File: src/hw/rtl/lzwc_pkg.sv
`timescale 1ns / 1ps

package lzwc_pkg;

   // Fixed field widths.
   localparam int BYTE_W  = 8;
   localparam int LIMIT_W = 13;
   localparam int EPOCH_W = 8;

   localparam logic [LIMIT_W-1:0] LIMIT_RESET = 13'd4096;

   // The first code past the single-byte codes.
   localparam int FIRST_FREE = 256;

   // A table slot whose tag differs from the current epoch is empty.
   // Tag zero is what the clearing pass writes, so epochs run from one up.
   localparam logic [EPOCH_W-1:0] EPOCH_CLEARED = '0;
   localparam logic [EPOCH_W-1:0] EPOCH_FIRST   = 8'd1;
   localparam logic [EPOCH_W-1:0] EPOCH_LAST    = '1;

   typedef enum logic [2:0] {
      ST_CLEAR,
      ST_IDLE,
      ST_PROBE,
      ST_EMIT_PREFIX,
      ST_EMIT_LAST
   } state_type;

   typedef struct packed {
      logic hit;
      logic empty;
   } probe_result_type;

endpackage

File: src/hw/rtl/lzwc_probe_unit.sv
`timescale 1ns / 1ps

// Hashes a (prefix, byte) key to a home slot, steps the probe address and
// checks a slot read from the table against the key being searched.
module lzwc_probe_unit #(
   parameter int CODE_BITS = 12
) (
   input  logic [CODE_BITS-1:0]                  hash_prefix,
   input  logic [lzwc_pkg::BYTE_W-1:0]           hash_byte,
   output logic [CODE_BITS-1:0]                  home_addr,
   input  logic [CODE_BITS-1:0]                  probe_addr,
   output logic [CODE_BITS-1:0]                  step_addr,
   input  logic [CODE_BITS+lzwc_pkg::BYTE_W-1:0] search_key,
   input  logic [lzwc_pkg::EPOCH_W-1:0]          epoch,
   input  logic [CODE_BITS+lzwc_pkg::BYTE_W-1:0] slot_key,
   input  logic [lzwc_pkg::EPOCH_W-1:0]          slot_epoch,
   output lzwc_pkg::probe_result_type            result
);

   // The byte is XORed into the top bits of the index, while the prefix
   // covers all of its bits.
   assign home_addr = hash_prefix ^ {hash_byte, {(CODE_BITS-lzwc_pkg::BYTE_W){1'b0}}};
   assign step_addr = probe_addr + CODE_BITS'(1);

   always_comb begin
      result.empty = (slot_epoch != epoch);
      result.hit   = (slot_epoch == epoch) && (slot_key == search_key);
   end

endmodule

File: config.mk
export PLATFORM = sky130hd
export DESIGN_NAME = lzwc_probe_unit
export DESIGN_NICKNAME = d
export VERILOG_FILES = /design/src/hw/rtl/lzwc_pkg.sv /design/src/hw/rtl/lzwc_probe_unit.sv
export SDC_FILE = /design/constraint.sdc
export NUM_CORES = 1
export LEC_CHECK = 0
export BUFFER_PORTS_ARGS = -buffer_cell sky130_fd_sc_hd__buf_4
export CORE_UTILIZATION = 23
export DETAILED_ROUTE_END_ITERATION = 12
export PLACE_DENSITY = 0.81
export SYNTH_ARGS = -nofsm -noshare
export SYNTH_HDL_FRONTEND = slang
export SYNTH_SLANG_ARGS = --single-unit
File: constraint.sdc
create_clock -name vclk -period 0.8
set_input_delay 0.08 -clock vclk [all_inputs]
set_output_delay 0.08 -clock vclk [all_outputs]
set_load 0.1 [all_outputs]
==> results of run 1 <==
metrics by stage:
stage | hold WS, ns | cells | TNS (ns) | utilization | instance area, um2
floorplan | 0.356 | 75 | -5.05 | - | 1010
global placement | 0.161 | 219 | -4.65 | 0.836 | 1920
detailed placement | 0.161 | 219 | -4.92 | 0.836 | 1920
CTS | 0.161 | 220 | -3.39 | 0.950 | 2180
cells in the mapped netlist:
cell type   n
nor4_2      1
nand4_1     2
nor4_1      5
and3_1      6
inv_1       1
ha_1        1
nand2_1     4
buf_4       4
xnor2_1    14
nand3_1     4
and2_1      1
xor2_1     32
kinds of logic after synthesis:
group / count (synthesis)
xor gates and xnor gates: 46
buffers and inverters: 5
and+or+nand+nor: 23
adders and majority gates: 1
what timing repair did:
action	4_1_cts
resized for setup	60
buffers inserted	1
endpoints found under the setup margin	13
pin swaps	21
==> impl_metrics.xml, run 1 <==
<?xml version="1.0" encoding="UTF-8"?>
<metrics>
  <group name="logic_synthesis">
    <metric name="yosysWarnings" unit="">0</metric>
    <metric name="synth_simple_gate_area_frac" unit="">0.231</metric>
    <metric name="post_synth_mux_area_share" unit="">0</metric>
    <metric name="dominant_combinational_cell_family_by_area_after_synthesis" unit="">XOR/XNOR gates</metric>
    <metric name="synth_fa_ha_area_frac" unit="">0.0214</metric>
    <metric name="synth_compound_area_frac" unit="">0</metric>
    <metric name="syn-instance-count" unit="">75</metric>
    <metric name="ys_seq_area_frac" unit="">0</metric>
    <metric name="syn-num-nets" unit="">164</metric>
    <metric name="yosys.area.top_type_share" unit="">0.480</metric>
    <metric name="synthTopCellsByArea" unit="">xor2_1 48%, xnor2_1 21%, and3_1 6.4%, nor4_1 5.4%, buf_4 5.1%</metric>
    <metric name="unique_masters_post_synth" unit="">12</metric>
    <metric name="synthXorXnorAreaFrac" unit="">0.690</metric>
    <metric name="netlist.top_cell.by_area" unit="">xor2_1</metric>
    <metric name="postSynthAreaPerCell" unit="um2">7.79</metric>
    <metric name="synthesis.area" unit="um2">584</metric>
  </group>
  <group name="place">
    <metric name="port_buffers" unit="">106</metric>
    <metric name="detailedPlace.worstSlack" unit="ns">-0.698</metric>
    <metric name="dpl.hpwl" unit="um">2650</metric>
    <metric name="gpl.final_weighted_congestion" unit="">0.722</metric>
  </group>
  <group name="floorplan">
    <metric name="die_width" unit="um">52.4</metric>
    <metric name="io_pins" unit="">114</metric>
    <metric name="core.rowCount" unit="">17</metric>
    <metric name="fp.dieH" unit="um">52.4</metric>
    <metric name="floorplan.initialDensity" unit="">0.254</metric>
  </group>
  <group name="status">
    <metric name="run.stop_error" unit="">[ERROR DPL-0033] detailed placement checks failed during check placement.</metric>
    <metric name="haltStage" unit="">global routing</metric>
    <metric name="outcome" unit="">aborted with a tool error</metric>
  </group>
  <group name="cts">
    <metric name="hold_bufs_at_cts" unit="">0</metric>
  </group>
  <group name="sta">
    <metric name="timing.worst_endpoint.kind" unit="">output port</metric>
    <metric name="timing.grt.repair.worst_endpoint" unit="">result[1]</metric>
  </group>
  <group name="grt">
    <metric name="antenna_found_initial" unit="">0</metric>
    <metric name="grt_start_max_net_pins" unit="">5</metric>
  </group>
</metrics>
==> run 2: changes to the inputs <==
- CORE_AREA: not set -> 2 2 63 65
- CORE_UTILIZATION: 23 -> not set
- DIE_AREA: not set -> 0 0 65 67
- PLACE_DENSITY: 0.81 -> not set
- PLACE_DENSITY_LB_ADDON: not set -> 0.15
- clock period: 0.8 -> 1 ns (I/O delays scaled with it)
==> run 2 against run 1 <==
  * The flow now finishes, with violations (setup timing)
  * Area after synthesis is the same
  * Synthesized cell count stayed put
==> impl_metrics.xml, run 2 <==
<?xml version="1.0" encoding="UTF-8"?>
<metrics>
  <group name="cells_and_area">
    <metric name="multiInputGateArea" unit="um2">1010</metric>
    <metric name="final_cell_mix" unit="">94 x buf_4, 20 x xor2_1, 18 x buf_6</metric>
    <metric name="sequential_cell_total" unit="">0</metric>
    <metric name="clkbuf_count" unit="">0</metric>
    <metric name="antenna-diode-count" unit="">0</metric>
    <metric name="fillCellCount" unit="">304</metric>
    <metric name="post_route_cells_drive_above_1_share" unit="">0.816</metric>
    <metric name="utilization" unit="">0.619</metric>
    <metric name="layout-area-overhead-vs-synth" unit="%">282</metric>
    <metric name="nNetsFinal" unit="">287</metric>
    <metric name="final_common_cell" unit="">buf_4</metric>
    <metric name="instances_no_fill" unit="">244</metric>
    <metric name="seqCellArea" unit="um2">0</metric>
    <metric name="final_area" unit="um2">2230</metric>
  </group>
  <group name="sta">
    <metric name="final.period_utilization" unit="">1.42</metric>
    <metric name="maxSlewHeadroom" unit="">0.800</metric>
    <metric name="final-hold-violation-count" unit="">0</metric>
    <metric name="max_slew.worst_pin.slew" unit="ns">0.298</metric>
    <metric name="report.final.slew_viol_count" unit="">0</metric>
    <metric name="final_period_minus_worst_setup_slack" unit="ns">1.42</metric>
    <metric name="tns" unit="ns">-1.81</metric>
    <metric name="grt_setup_unrepaired" unit="">yes</metric>
    <metric name="count_of_endpoints_failing_setup_in_the_final_report" unit="">10</metric>
    <metric name="timing.fmax" unit="MHz">702</metric>
    <metric name="final_critical_path_setup_slack" unit="ns">-0.425</metric>
  </group>
  <group name="place">
    <metric name="port_buffers" unit="">106</metric>
    <metric name="dpl.hpwl" unit="um">2430</metric>
    <metric name="dpl-instance-area" unit="um2">1930</metric>
    <metric name="dpl.cell_count" unit="">239</metric>
    <metric name="gpl.final_weighted_congestion" unit="">0.742</metric>
  </group>
  <group name="floorplan">
    <metric name="io_pins" unit="">114</metric>
    <metric name="core_area" unit="um2">3610</metric>
    <metric name="core.rowCount" unit="">22</metric>
    <metric name="floorplan.die_area" unit="um2">4360</metric>
    <metric name="fp.dieH" unit="um">67</metric>
    <metric name="die_width" unit="um">65</metric>
    <metric name="floorplan.initialDensity" unit="">0.162</metric>
  </group>
  <group name="logic_synthesis">
    <metric name="syn-instance-count" unit="">75</metric>
    <metric name="synthTopCellsByArea" unit="">xor2_1 48%, xnor2_1 21%, and3_1 6.4%, nor4_1 5.4%, buf_4 5.1%</metric>
    <metric name="postSynthAreaPerCell" unit="um2">7.79</metric>
    <metric name="synth_fa_ha_area_frac" unit="">0.0214</metric>
    <metric name="syn-num-nets" unit="">164</metric>
    <metric name="yosys.area.top_type_share" unit="">0.480</metric>
    <metric name="yosysWarnings" unit="">0</metric>
    <metric name="synth_compound_area_frac" unit="">0</metric>
    <metric name="netlist.top_cell.by_area" unit="">xor2_1</metric>
    <metric name="ys_seq_area_frac" unit="">0</metric>
    <metric name="post_synth_mux_area_share" unit="">0</metric>
    <metric name="synthXorXnorAreaFrac" unit="">0.690</metric>
    <metric name="synthesis.area" unit="um2">584</metric>
    <metric name="synth_common_cells" unit="">32 x xor2_1, 14 x xnor2_1, 6 x and3_1, 5 x nor4_1</metric>
    <metric name="synth_most_common_cell" unit="">xor2_1</metric>
    <metric name="unique_masters_post_synth" unit="">12</metric>
    <metric name="synth_simple_gate_area_frac" unit="">0.231</metric>
    <metric name="dominant_combinational_cell_family_by_area_after_synthesis" unit="">XOR/XNOR gates</metric>
  </group>
  <group name="critical_path">
    <metric name="path_max_fanout" unit="">2</metric>
    <metric name="cp.required" unit="ns">0.90</metric>
    <metric name="endpoint_kind" unit="">primary output</metric>
    <metric name="crit_arrival" unit="ns">1.32</metric>
    <metric name="critical_path.startpoint_type" unit="">input port</metric>
    <metric name="setup.worst_path.class" unit="">in -&gt; out</metric>
  </group>
  <group name="grt">
    <metric name="grt_start_max_net_pins" unit="">5</metric>
    <metric name="globalRoute.totalOverflow" unit="">0</metric>
    <metric name="globalRouteTotalUtil" unit="">0.119</metric>
    <metric name="first_global_vias" unit="">997</metric>
    <metric name="antenna_found_initial" unit="">0</metric>
    <metric name="grt_first_pass_wirelength" unit="um">4150</metric>
  </group>
  <group name="run">
    <metric name="cap_viol_max_count" unit="">0</metric>
  </group>
  <group name="drt">
    <metric name="ant_nets" unit="">0</metric>
    <metric name="detailedRoute.firstPassIterationCount" unit="">4</metric>
    <metric name="average_wire_length_per_cell_after_detail_routing" unit="um">11.1</metric>
    <metric name="detailroute.via_count" unit="">996</metric>
    <metric name="route.detailed.vias_per_inst" unit="">4.08</metric>
    <metric name="finalWirelength" unit="um">2710</metric>
    <metric name="dr_iter_0_viols" unit="">5</metric>
    <metric name="drc" unit="">0</metric>
  </group>
  <group name="hold_path">
    <metric name="hold_path_class" unit="">in -&gt; out</metric>
    <metric name="timing.hold.worst.start" unit="">hash_prefix[1]</metric>
    <metric name="worstHoldEndpoint" unit="">home_addr[1]</metric>
    <metric name="whs_path_depth" unit="">0</metric>
  </group>
  <group name="power_and_ir_drop">
    <metric name="power.ir.vdd_worst" unit="mV">0.541</metric>
    <metric name="p_leak" unit="nW">1.04</metric>
    <metric name="p_per_area" unit="nW/um2">609</metric>
  </group>
  <group name="status">
    <metric name="violations" unit="">setup timing</metric>
    <metric name="outcome" unit="">finished, violations left</metric>
  </group>
</metrics>
run 2: layout make-up:
class / count / share of cell area
Inverter: 1 / 0.00168
Multi-Input combinational cell: 70 / 0.453
Tap cell: 48 / 0.0269
Timing Repair Buffer: 125 / 0.519
run 2: logic make-up (layout without fill, tap and decap cells):
logic type               after synthesis  in the layout
XOR/XNOR                              46             46
adder cells (fa/ha/maj)                1              1
buffers and inverters                  5            126
AND/OR/NAND/NOR                       23             23
run 2: worst max-delay path: stages:
cell	delay [ns]
buf_6	0.09
xor2_1	0.15
nor4_1	0.33
nand2_2	0.13
nor4_4	0.27
buf_6	0.26
run 2: per-stage QoR:
step / worst slack [ns] / total power [W] / hold slack, ns
after detailed placement: -0.520 / 0.00125 / 0.201
after global placement: -0.539 / 0.00123 / 0.201
after global routing: -0.490 / 0.00142 / 0.200
final: -0.425 / 0.00136 / 0.201
after floorplan: -1.16 / 0.000824 / 0.396
after CTS: -0.430 / 0.00136 / 0.201
run 2: how the worst max path moves through the flow:
stage                end            from  cells after the start
4_1_cts        result[1]   slot_epoch[0]                      6
5_1_grt        result[1]        epoch[0]                      6
2_1_floorplan  result[1]        epoch[3]                      4
6_report       result[1]        epoch[0]                      6
3_3_place_gp   result[1]   search_key[6]                      6
3_5_place_dp   result[1]  search_key[11]                      6
run 2: metal layers:
| layer | GRT usage | wire length, um | part of all wire | vias to the layer above |
|---|---|---|---|---|
| met5 | 0 | 0 | 0 | - |
| met4 | 0.0106 | 29 | 0.011 | 0 |
| met3 | 0.0304 | 309 | 0.11 | 2 |
| met2 | 0.256 | 1690 | 0.63 | 71 |
| met1 | 0.114 | 672 | 0.25 | 442 |
| li1 | - | - | - | 481 |
run 2: power breakdown:
group          leakage, nW  switching (W)  internal [W]
clock network            0              0             0
logic                 1.04       0.000773      0.000588
registers                0              0             0
run 2: what timing repair did:
action,CTS,global route
setup buffers,2,5
resized for setup,54,6
gates cloned,0,0
pin swaps,26,7
hold buffers,0,0
endpoints found under the setup margin,12,11
No activity file was read; power rests on OpenSTA's default activity.
