`src/hw/rtl/lzwc_out_reg.sv`:
```
`timescale 1ns / 1ps

// Output register holding one emitted code until the consumer takes it.
module lzwc_out_reg #(
   parameter int CODE_BITS = 12,
   parameter int DATA_W    = 16
) (
   input  logic                 clock,
   input  logic                 reset,
   input  logic                 load,
   input  logic [CODE_BITS-1:0] load_code,
   input  logic                 load_last,
   output logic                 free,
   output logic                 m_valid,
   input  logic                 m_ready,
   output logic [DATA_W-1:0]    m_data,
   output logic                 m_last
);

   logic                 valid_ff, valid_in;
   logic [CODE_BITS-1:0] code_ff;
   logic                 last_ff;

   assign free = !valid_ff || m_ready;

   always_comb begin
      valid_in = valid_ff;
      if (load) begin
         valid_in = 1'b1;
      end else if (m_ready) begin
         valid_in = 1'b0;
      end
   end

   always_ff @(posedge clock) begin
      if (reset) begin
         valid_ff <= 1'b0;
      end else begin
         valid_ff <= valid_in;
      end
   end

   always_ff @(posedge clock) begin
      if (load) begin
         code_ff <= load_code;
         last_ff <= load_last;
      end
   end

   assign m_valid = valid_ff;
   assign m_data  = DATA_W'(code_ff);
   assign m_last  = last_ff;

endmodule

```
`config.mk`:
```
export PLATFORM = sky130hd
export DESIGN_NAME = lzwc_out_reg
export DESIGN_NICKNAME = d
export VERILOG_FILES = /design/src/hw/rtl/lzwc_out_reg.sv
export SDC_FILE = /design/constraint.sdc
export NUM_CORES = 1
export LEC_CHECK = 0
export ABC_AREA = 1
export BUFFER_PORTS_ARGS = -buffer_cell sky130_fd_sc_hd__buf_2
export CAP_MARGIN = 20
export CORE_AREA = 2 2 39 41
export DETAILED_ROUTE_END_ITERATION = 10
export DIE_AREA = 0 0 41 43
export PLACE_DENSITY = 0.82
export SYNTH_ARGS = -nofsm -noshare
export SYNTH_HDL_FRONTEND = slang
export SYNTH_SLANG_ARGS = --single-unit
```
`constraint.sdc`:
```
create_clock -name clock -period 0.9 [get_ports clock]
set_input_delay 0.09 -clock clock [delete_from_list [all_inputs] [get_ports clock]]
set_output_delay 0.09 -clock clock [all_outputs]
set_load 0.05 [all_outputs]
```
After elaboration in Yosys (flattened, before gate mapping)

Cells that the tools add are included.

Register bits: 14
Input bits: 17
Output and inout bits: 19

Multiplexer cells: 2
Reduce and logical (&&, ||, !) cells: 3

Operators by type and width:

| operator          | number |
|---|---|
| $mux 1            | 2 |
| $reduce_bool 2->1 | 1 |
| $logic_not 1->1   | 1 |
| $logic_or 1x1->1  | 1 |

Depth between registers and ports, before layout

Gate-level depths: netlist of the first run.

Word-level depth: 2
Mapped depth: 3

Worst setup path after synthesis of the first run

OpenSTA, ideal clock, no wires.

Path kind: flip-flop to flip-flop
Start point: reg, netlist name m_valid
End point: reg valid_ff, in the netlist m_valid
Arrival time: 1.100 ns
Required time: 0.833 ns
Slack: -0.266 ns
Stages on the path, launching flop included: 3
Path buffers: 0
Clock period less this slack: 1.166 ns
Cells stage by stage: dfxtp_1 nand2_2 a21oi_2

RTL lines:

| element              | line | source |
|---|---|---|
| to (signal assigned) | 39   | `valid_ff <= valid_in;` |
| to (decl)            | 20   | `logic valid_ff, valid_in;` |

Final worst setup path of the first run

Start point: reg valid_ff, in the netlist m_valid
End point: out free

Longest elaborated chain between the ends: 2

RTL lines:

| element          | line | source |
|---|---|---|
| $logic_not 1->1  | 24   | `assign free = !valid_ff \|\| m_ready;` |
| $logic_or 1x1->1 | 24   |  |
| to (decl)        | 13   | `output logic free,` |

No other way between the ends.

==> results of run 1 <==
-- state kept, by name (all words and copies together), names as in the netlist --
register	cells
m_last	1
m_valid	1
code_ff	12
-- cell usage after synthesis, drive strengths merged --
cell type	instances
a21oi	1
nand2	1
edfxtp	13
conb	1
dfxtp	1
buf	4
inv	2
-- layout make-up --
class	count	area [um^2]	share of cell area [%]
tap	16	20.0	2.25
clock inverter	1	3.75	0.422
timing repair buffer	45	389	43.7
multi-input combinational	6	35.0	3.94
sequential	14	412	46.3
inverter	2	7.51	0.844
clock buffer	3	22.5	2.53
-- power breakdown --
part	internal, mW	switching [mW]	total (mW)
clock	0.160	0.191	0.351
sequential	0.767	0.0233	0.791
combinational	0.162	0.266	0.428
-- what timing repair did --
item                                    4_1_cts  5_1_grt
endpoints found under the setup margin       15       15
gates resized for setup                      30        0
hold buffers                                 14        0
hold endpoints to repair                     14        0
-- through the flow --
step	power (mW)	setup TNS [ns]	hold WS, ns	std cells	worst slack (ns)
global placement	1.11	0	0.243	69	0.188
floorplan	1.04	0	0.145	26	0.0264
detailed placement	1.11	0	0.251	69	0.184
finish	1.57	-0.171	0.0803	87	-0.0360
CTS	1.59	-0.393	0.0627	87	-0.0575
global route	1.64	-0.693	0.0914	87	-0.0712
-- kinds of logic after synthesis --
logic type | Yosys count | share of synthesized area (%)
AND/OR/NAND/NOR | 1 | 1.34
flip-flops | 14 | 87.9
other | 1 | 0.804
AO/OA/AOI/OAI | 1 | 1.88
buffers and inverters | 6 | 8.04
-- final timing paths --
check | start | slack [ns] | cells past startpoint | end
worst min register to register | m_valid | 0.49 | 2 | m_valid
worst min-delay path | m_ready | 0.08 | 4 | m_valid
worst max register to register | m_valid | 0.31 | 2 | m_valid
worst max-delay path | m_valid | -0.04 | 2 | free
-- worst max-delay path, delay by kind of cell, from the launching register on --
family,cells,cell delay (ns)
buffers and inverters,1,0.15
DFF,1,0.37
and+or+nand+nor,1,0.06
-- layer usage --
layer	up-vias	wire length, um	global-route usage, %
met2	18	505	18.4
met3	2	62	3.14
met1	150	296	10.9
met5	-	0	0
li1	168	-	-
met4	0	6	8.00
==> metrics.md, run 1 <==
| Metric | Value |
|---|---|
| Worst Setup Path Type | flop to output pin |
| Initial detailed-routing violation count | 0 |
| Ordered list of cells on the worst path | nand2_4, buf_6 |
| Final Worst Setup Slack | -0.0360 ns |
| Final setup violation count | 14 |
| Antenna Diode Count | 0 |
| Nature of the critical path startpoint | flop |
| Post-CTS setup repair buffer count | 0 |
| DR vias | roughly 340 |
| Maximum clock rate | ~1100 MHz |
| Cell row count | 14 |
| Critical path data required time | just over 0.8 ns |
| CP Max Fanout | 2 |
| Most common library cell in the layout ignoring fill and taps | sky130_fd_sc_hd__buf_2 |
| HPWL after detailed placement | about 540 um |
| Die width | approximately 40 um |
| Fraction of post-synthesis cell area in the top cell type by area | between 80% and 90% |
| First-pass GRT wire length | 1250 um |
| Library cell occupying the most area in the post-synthesis netlist | sky130_fd_sc_hd__edfxtp_1 |
| Unrepaired setup endpoints after global routing | yes |
| Final-report hold violation count | 0 |
| Total track usage | between 10% and 20% |
| CP peak stage delay | 0.37 ns |
| Critical path's slowest cell | sky130_fd_sc_hd__dfxtp_2 |
| Power density over cell area | approximately 1800 nW/um^2 |
| Highest-count cells in the layout ignoring fill and taps | 16 x sky130_fd_sc_hd__buf_2, 15 x sky130_fd_sc_hd__buf_6, 14 x sky130_fd_sc_hd__dlygate4sd3_1, 13 x sky130_fd_sc_hd__edfxtp_1, 4 x sky130_fd_sc_hd__conb_1 |
| Filler cell count in the final layout | 110 |
| Post-layout minimum cycle time | between 0.9 and 1 ns |
| TritonCTS buffer count | 3 |
| Post-layout instance area | 890 um^2 |
| Clock tree from TritonCTS | yes |
| Relative area change from synthesis to final layout | 90.6% |
| Placeable Area | 1380 um^2 |
| Count of warnings emitted by yosys | 0 |
| Result of the run | finished, violations left |
| Number of antenna violations at the first check in global routing | 0 |
| Netlist area before placement | around 470 um^2 |
| Worst IR drop on VDD | approximately 0.0009 V |
| Dominant cells by area after synthesis | sky130_fd_sc_hd__edfxtp_1 84%, sky130_fd_sc_hd__buf_4 6.4%, sky130_fd_sc_hd__dfxtp_1 4.3% |
| Initial cell density of the core | 33.7% |
| Post-Syn Instances | 23 |
| Portion of the clock cycle consumed by the worst path in the final layout | 104% |
| Total of max-cap violations | 0 |
| Number of global-route vias before repair | 330 |
| Average size of a mapped cell | between 20 and 25 um^2 |
| Placed Area | approximately 630 um^2 |
| Path category of the worst min-delay check | primary input to flop |
| Global route total overflow | 0 |
| Number of I/O port buffers | 31 |
| Netlist cell types | 7 |
| TritonRoute pass-1 iters | 1 |
| Clock root buffer | sky130_fd_sc_hd__clkbuf_4 |
| Clock Skew | 0 ns |
| Area enclosed by the die boundary | around 1800 um^2 |
| Antenna-violating nets left | 0 |
| Routability-driven placement congestion ratio | approximately 0.58 |
| Maximum buffer depth of the clock tree | 2 |
| CTS HTree Levels | 1 |
| Detailed-route wire length | ~870 um |
| Number of register bits inferred by synthesis | 14 |
| Failing checks | setup timing |
| Post-layout utilization of the core | 64.3% |
| Cell leakage power | between 0.3 and 0.4 nW |
| Number of primary I/O pins | 36 |
| Die H | 43 um |
| DR DRC count | 0 |
| Insertion delay to the later sink of the worst-skew pair | 0.27 ns |
| Clock transition at the register clock pins on the worst setup and hold paths after CTS | approximately 0.080 ns |
| Maximum number of pins on one net before global-route repair | 15 |
| CP endpoint kind | output pin |
| Data arrival at the endpoint of the critical path | 0.85 ns |
| Total number of clock tree sinks | 14 |
| Share of post-route cells with drive strength above 1 | 52.1% |
| Max-slew violation count | 0 |
| Net total in the final layout | a little under 90 |
| Share of synthesized area occupied by flip-flops and latches | about 88% |
| WL per Instance | roughly 10 um |
| DR vias/cell | roughly 3.9 |
No activity file was read; power rests on OpenSTA's default activity.
==> run 2, diff against run 1 <==
CORE_AREA = unset   (was 2 2 39 41)
CORE_MARGIN = 1.5   (was unset)
CORE_UTILIZATION = 36   (was unset)
DIE_AREA = unset   (was 0 0 41 43)
PLACE_DENSITY = 0.84   (was 0.82)
clock period = 0.87 ns   (was 0.9 ns; I/O delays follow)
==> run 2 against run 1 <==
Net effect: the flow still finishes with violations (setup timing); cell count down 1.1%; final area increased by 1.1%; global-route usage increased by 4.7 points; non-clock buffer count is the same; clock skew did not move; via count increased by 9.8%; first-iteration DRC count rose by 4; largest power group unchanged; power increased by 4.5%; sequential share of layout area decreased by 0.24 points; routed wire length is 32% higher.
==> metrics.md, run 2 (same netlist as run 1, synthesis figures left out) <==
| Metric | Value |
|---|---|
| Area enclosed by the die boundary | 1520 um^2 (-14%) |
| Detailed-route wire length | 1150 um (+32%) |
| Nature of the critical path startpoint | flop |
| Die width | 39.0 um (-4.9%) |
| Ordered list of cells on the worst path | buf_6 |
| Portion of the clock cycle consumed by the worst path in the final layout | 108% |
| Number of cells on the worst reg-to-reg path | 2 (unchanged) |
| Cell internal power dissipation | 1.14 mW (+4.8%) |
| Clock root buffer | sky130_fd_sc_hd__clkbuf_4 |
| Area taken by multi-input logic gates | 35.0 um^2 (unchanged) |
| Critical path data required time | 0.78 ns (-0.03 ns) |
| Maximum number of pins on one net before global-route repair | 15 (unchanged) |
| Failing checks | setup timing |
| First-pass GRT wire length | 1430 um (+14%) |
| Uppermost routed layer | met4 |
| Initial detailed-routing violation count | 4 (+4) |
| Number of I/O port buffers | 31 (unchanged) |
| CTS HTree Levels | 1 (unchanged) |
| Unrepaired setup endpoints after global routing | yes |
| Total of max-cap violations | 0 (unchanged) |
| Relative area change from synthesis to final layout | 92.8% |
| Cell leakage power | 0.400 nW (+0.72%) |
| Global route total overflow | 0 (unchanged) |
| Net total in the final layout | 89 (unchanged) |
| Highest-count cells in the layout ignoring fill and taps | 16 x sky130_fd_sc_hd__buf_2, 14 x sky130_fd_sc_hd__dlygate4sd3_1, 13 x sky130_fd_sc_hd__edfxtp_1, 13 x sky130_fd_sc_hd__buf_6, 4 x sky130_fd_sc_hd__conb_1 |
| HPWL after detailed placement | 611 um (+13%) |
| Placed Area | 629 um^2 (unchanged) |
| Most common library cell in the layout ignoring fill and taps | sky130_fd_sc_hd__buf_2 |
| Number of antenna violations at the first check in global routing | 0 (unchanged) |
| Maximum buffer depth of the clock tree | 2 (unchanged) |
| Worst Setup Path Type | flop to output pin |
| Post-layout instance area | 900 um^2 (+1.1%) |
| Final setup violation count | 14 (unchanged) |
| DR WL met3 | 103 um (+66%) |
| Insertion delay to the later sink of the worst-skew pair | 0.26 ns (about the same) |
| Number of gates on the worst path with buffers counted | 1 (-1) |
| CP endpoint kind | output pin |
| Number of global-route vias before repair | 327 (-0.91%) |
| WL per Instance | 13.4 um (+34%) |
| Storage cell area | 414 um^2 (+0.61%) |
| DR vias/cell | 4.31 (+11%) |
| Cell row count | 12 (-2) |
| Max-slew violation count | 0 (unchanged) |
| Critical R2R Capture | m_valid |
| Placeable Area | 1160 um^2 (-16%) |
| Antenna-violating nets left | 0 (unchanged) |
| Clock tree from TritonCTS | yes |
| Critical path's slowest cell | sky130_fd_sc_hd__edfxtp_1 |
| Result of the run | finished, violations left |
| P_sw | 499 uW (+4.0%) |
| Total number of clock tree sinks | 14 (unchanged) |
| Initial cell density of the core | 40.4% (+6.6 points) |
| DR DRC count | 0 (unchanged) |
| Data arrival at the endpoint of the critical path | 0.86 ns (about the same) |
| Post-layout utilization of the core | 77.8% (+14 points) |
| Critical hold path startpoint | m_ready |
| Clock transition at the register clock pins on the worst setup and hold paths after CTS | 0.09 ns (about the same) |
| Filler cell count in the final layout | 66 (-40%) |
| WHS | 0.105 ns (+0.0244 ns) |
| Number of primary I/O pins | 36 (unchanged) |
| Worst IR drop on VDD | 0.00109 V (+23%) |
| Part of the total power dissipated in the clock network | 22.3% (about the same) |
| Largest register FFs | 12 (unchanged) |
| Destination of the worst hold path | m_valid |
| TritonCTS buffer count | 3 (unchanged) |
| Metal-1 WL | 339 um (+15%) |
| Slack of the worst reg-to-reg path | 0.28 ns (-0.03 ns) |
| Logic pwr share | 27.6% (+0.3 points) |
| Final Worst Setup Slack | -0.0728 ns (-0.0367 ns) |
| CP Max Fanout | 1 (-1) |
| CP peak stage delay | 0.41 ns (+0.04 ns) |
| Family of cells with the greatest summed delay on the critical path | flip-flops |
| Met2 wire length | 661 um (+31%) |
| Final-report hold violation count | 0 (unchanged) |
| Share of post-route cells with drive strength above 1 | 52.1% (unchanged) |
| Maximum clock rate | 1060 MHz |
| Sequential Power Share | 50.0% (-0.4 points) |
| Post-layout minimum cycle time | between 0.9 and 1 ns |
| TritonRoute pass-1 iters | 4 (+3) |
| Hold Crit Depth | 4 (unchanged) |
| Launch point of the worst reg-to-reg path | m_valid |
| Fraction of power spent switching nets | 30.4% (-0.16 points) |
| Power density over cell area | 1820 nW/um^2 (+3.4%) |
| DR vias | 371 (+9.8%) |
| Worst path buffer plus inverter count | 1 (unchanged) |
| Routability-driven placement congestion ratio | 0.579 (+0.71%) |
| Path category of the worst min-delay check | primary input to flop |
| Top reg by flops | code_ff |
| Die H | 39.0 um (-9.3%) |
| Total track usage | 15.8% (+4.7 points) |
| Clock Skew | 0 ns (unchanged) |
-- run 2: cell type report --
cell class | count | area share (%)
Multi-Input combinational cell | 6 | 3.89
Clock buffer | 4 | 2.92
Antenna cell | 1 | 0.278
Sequential cell | 14 | 46.0
Tap cell | 14 | 1.95
Timing Repair Buffer | 45 | 44.1
Inverter | 2 | 0.834
-- run 2: power groups by stage --
stage	clock network (mW)	registers, mW	logic (mW)
finish	0.366	0.821	0.453
global route	0.408	0.825	0.468
CTS	0.360	0.819	0.434
detailed placement	0	0.821	0.334
global placement	0	0.819	0.331
floorplan	0	1.01	0.0678
-- run 2: per-stage QoR --
stage | instances | TNS [ns] | power, mW | setup WS [ns]
2_1_floorplan | 26 | 0 | 1.08 | 0.0917
3_3_place_gp | 67 | 0 | 1.15 | 0.145
3_5_place_dp | 67 | 0 | 1.15 | 0.139
4_1_cts | 81 | -0.565 | 1.61 | -0.0667
5_1_grt | 85 | -1.08 | 1.70 | -0.115
6_report | 86 | -0.597 | 1.64 | -0.0728
-- run 2: how the worst max path moves through the flow --
stage | start | end | slack, ns
6_report | code_ff[2] | m_data[2] | -0.07
5_1_grt | code_ff[2] | m_data[2] | -0.11
4_1_cts | code_ff[11] | m_data[11] | -0.07
3_5_place_dp | m_valid | free | 0.14
3_3_place_gp | m_valid | free | 0.14
2_1_floorplan | m_valid | m_valid | 0.09
-- run 2: routing by layer --
metal | track usage [%] | up-vias
li1 | - | 172
met1 | 13.4 | 164
met2 | 29.2 | 29
met3 | 5.20 | 6
met4 | 12.1 | 0
met5 | 0 | -
-- run 2: repair_timing --
item | CTS | global route
buffers inserted | 0 | 0
gates cloned | 0 | 0
hold buffers | 10 | 4
resized for setup | 31 | 1
endpoints found under the setup margin | 15 | 15
endpoints found under the hold margin | 10 | 4
pin swaps | 1 | 0
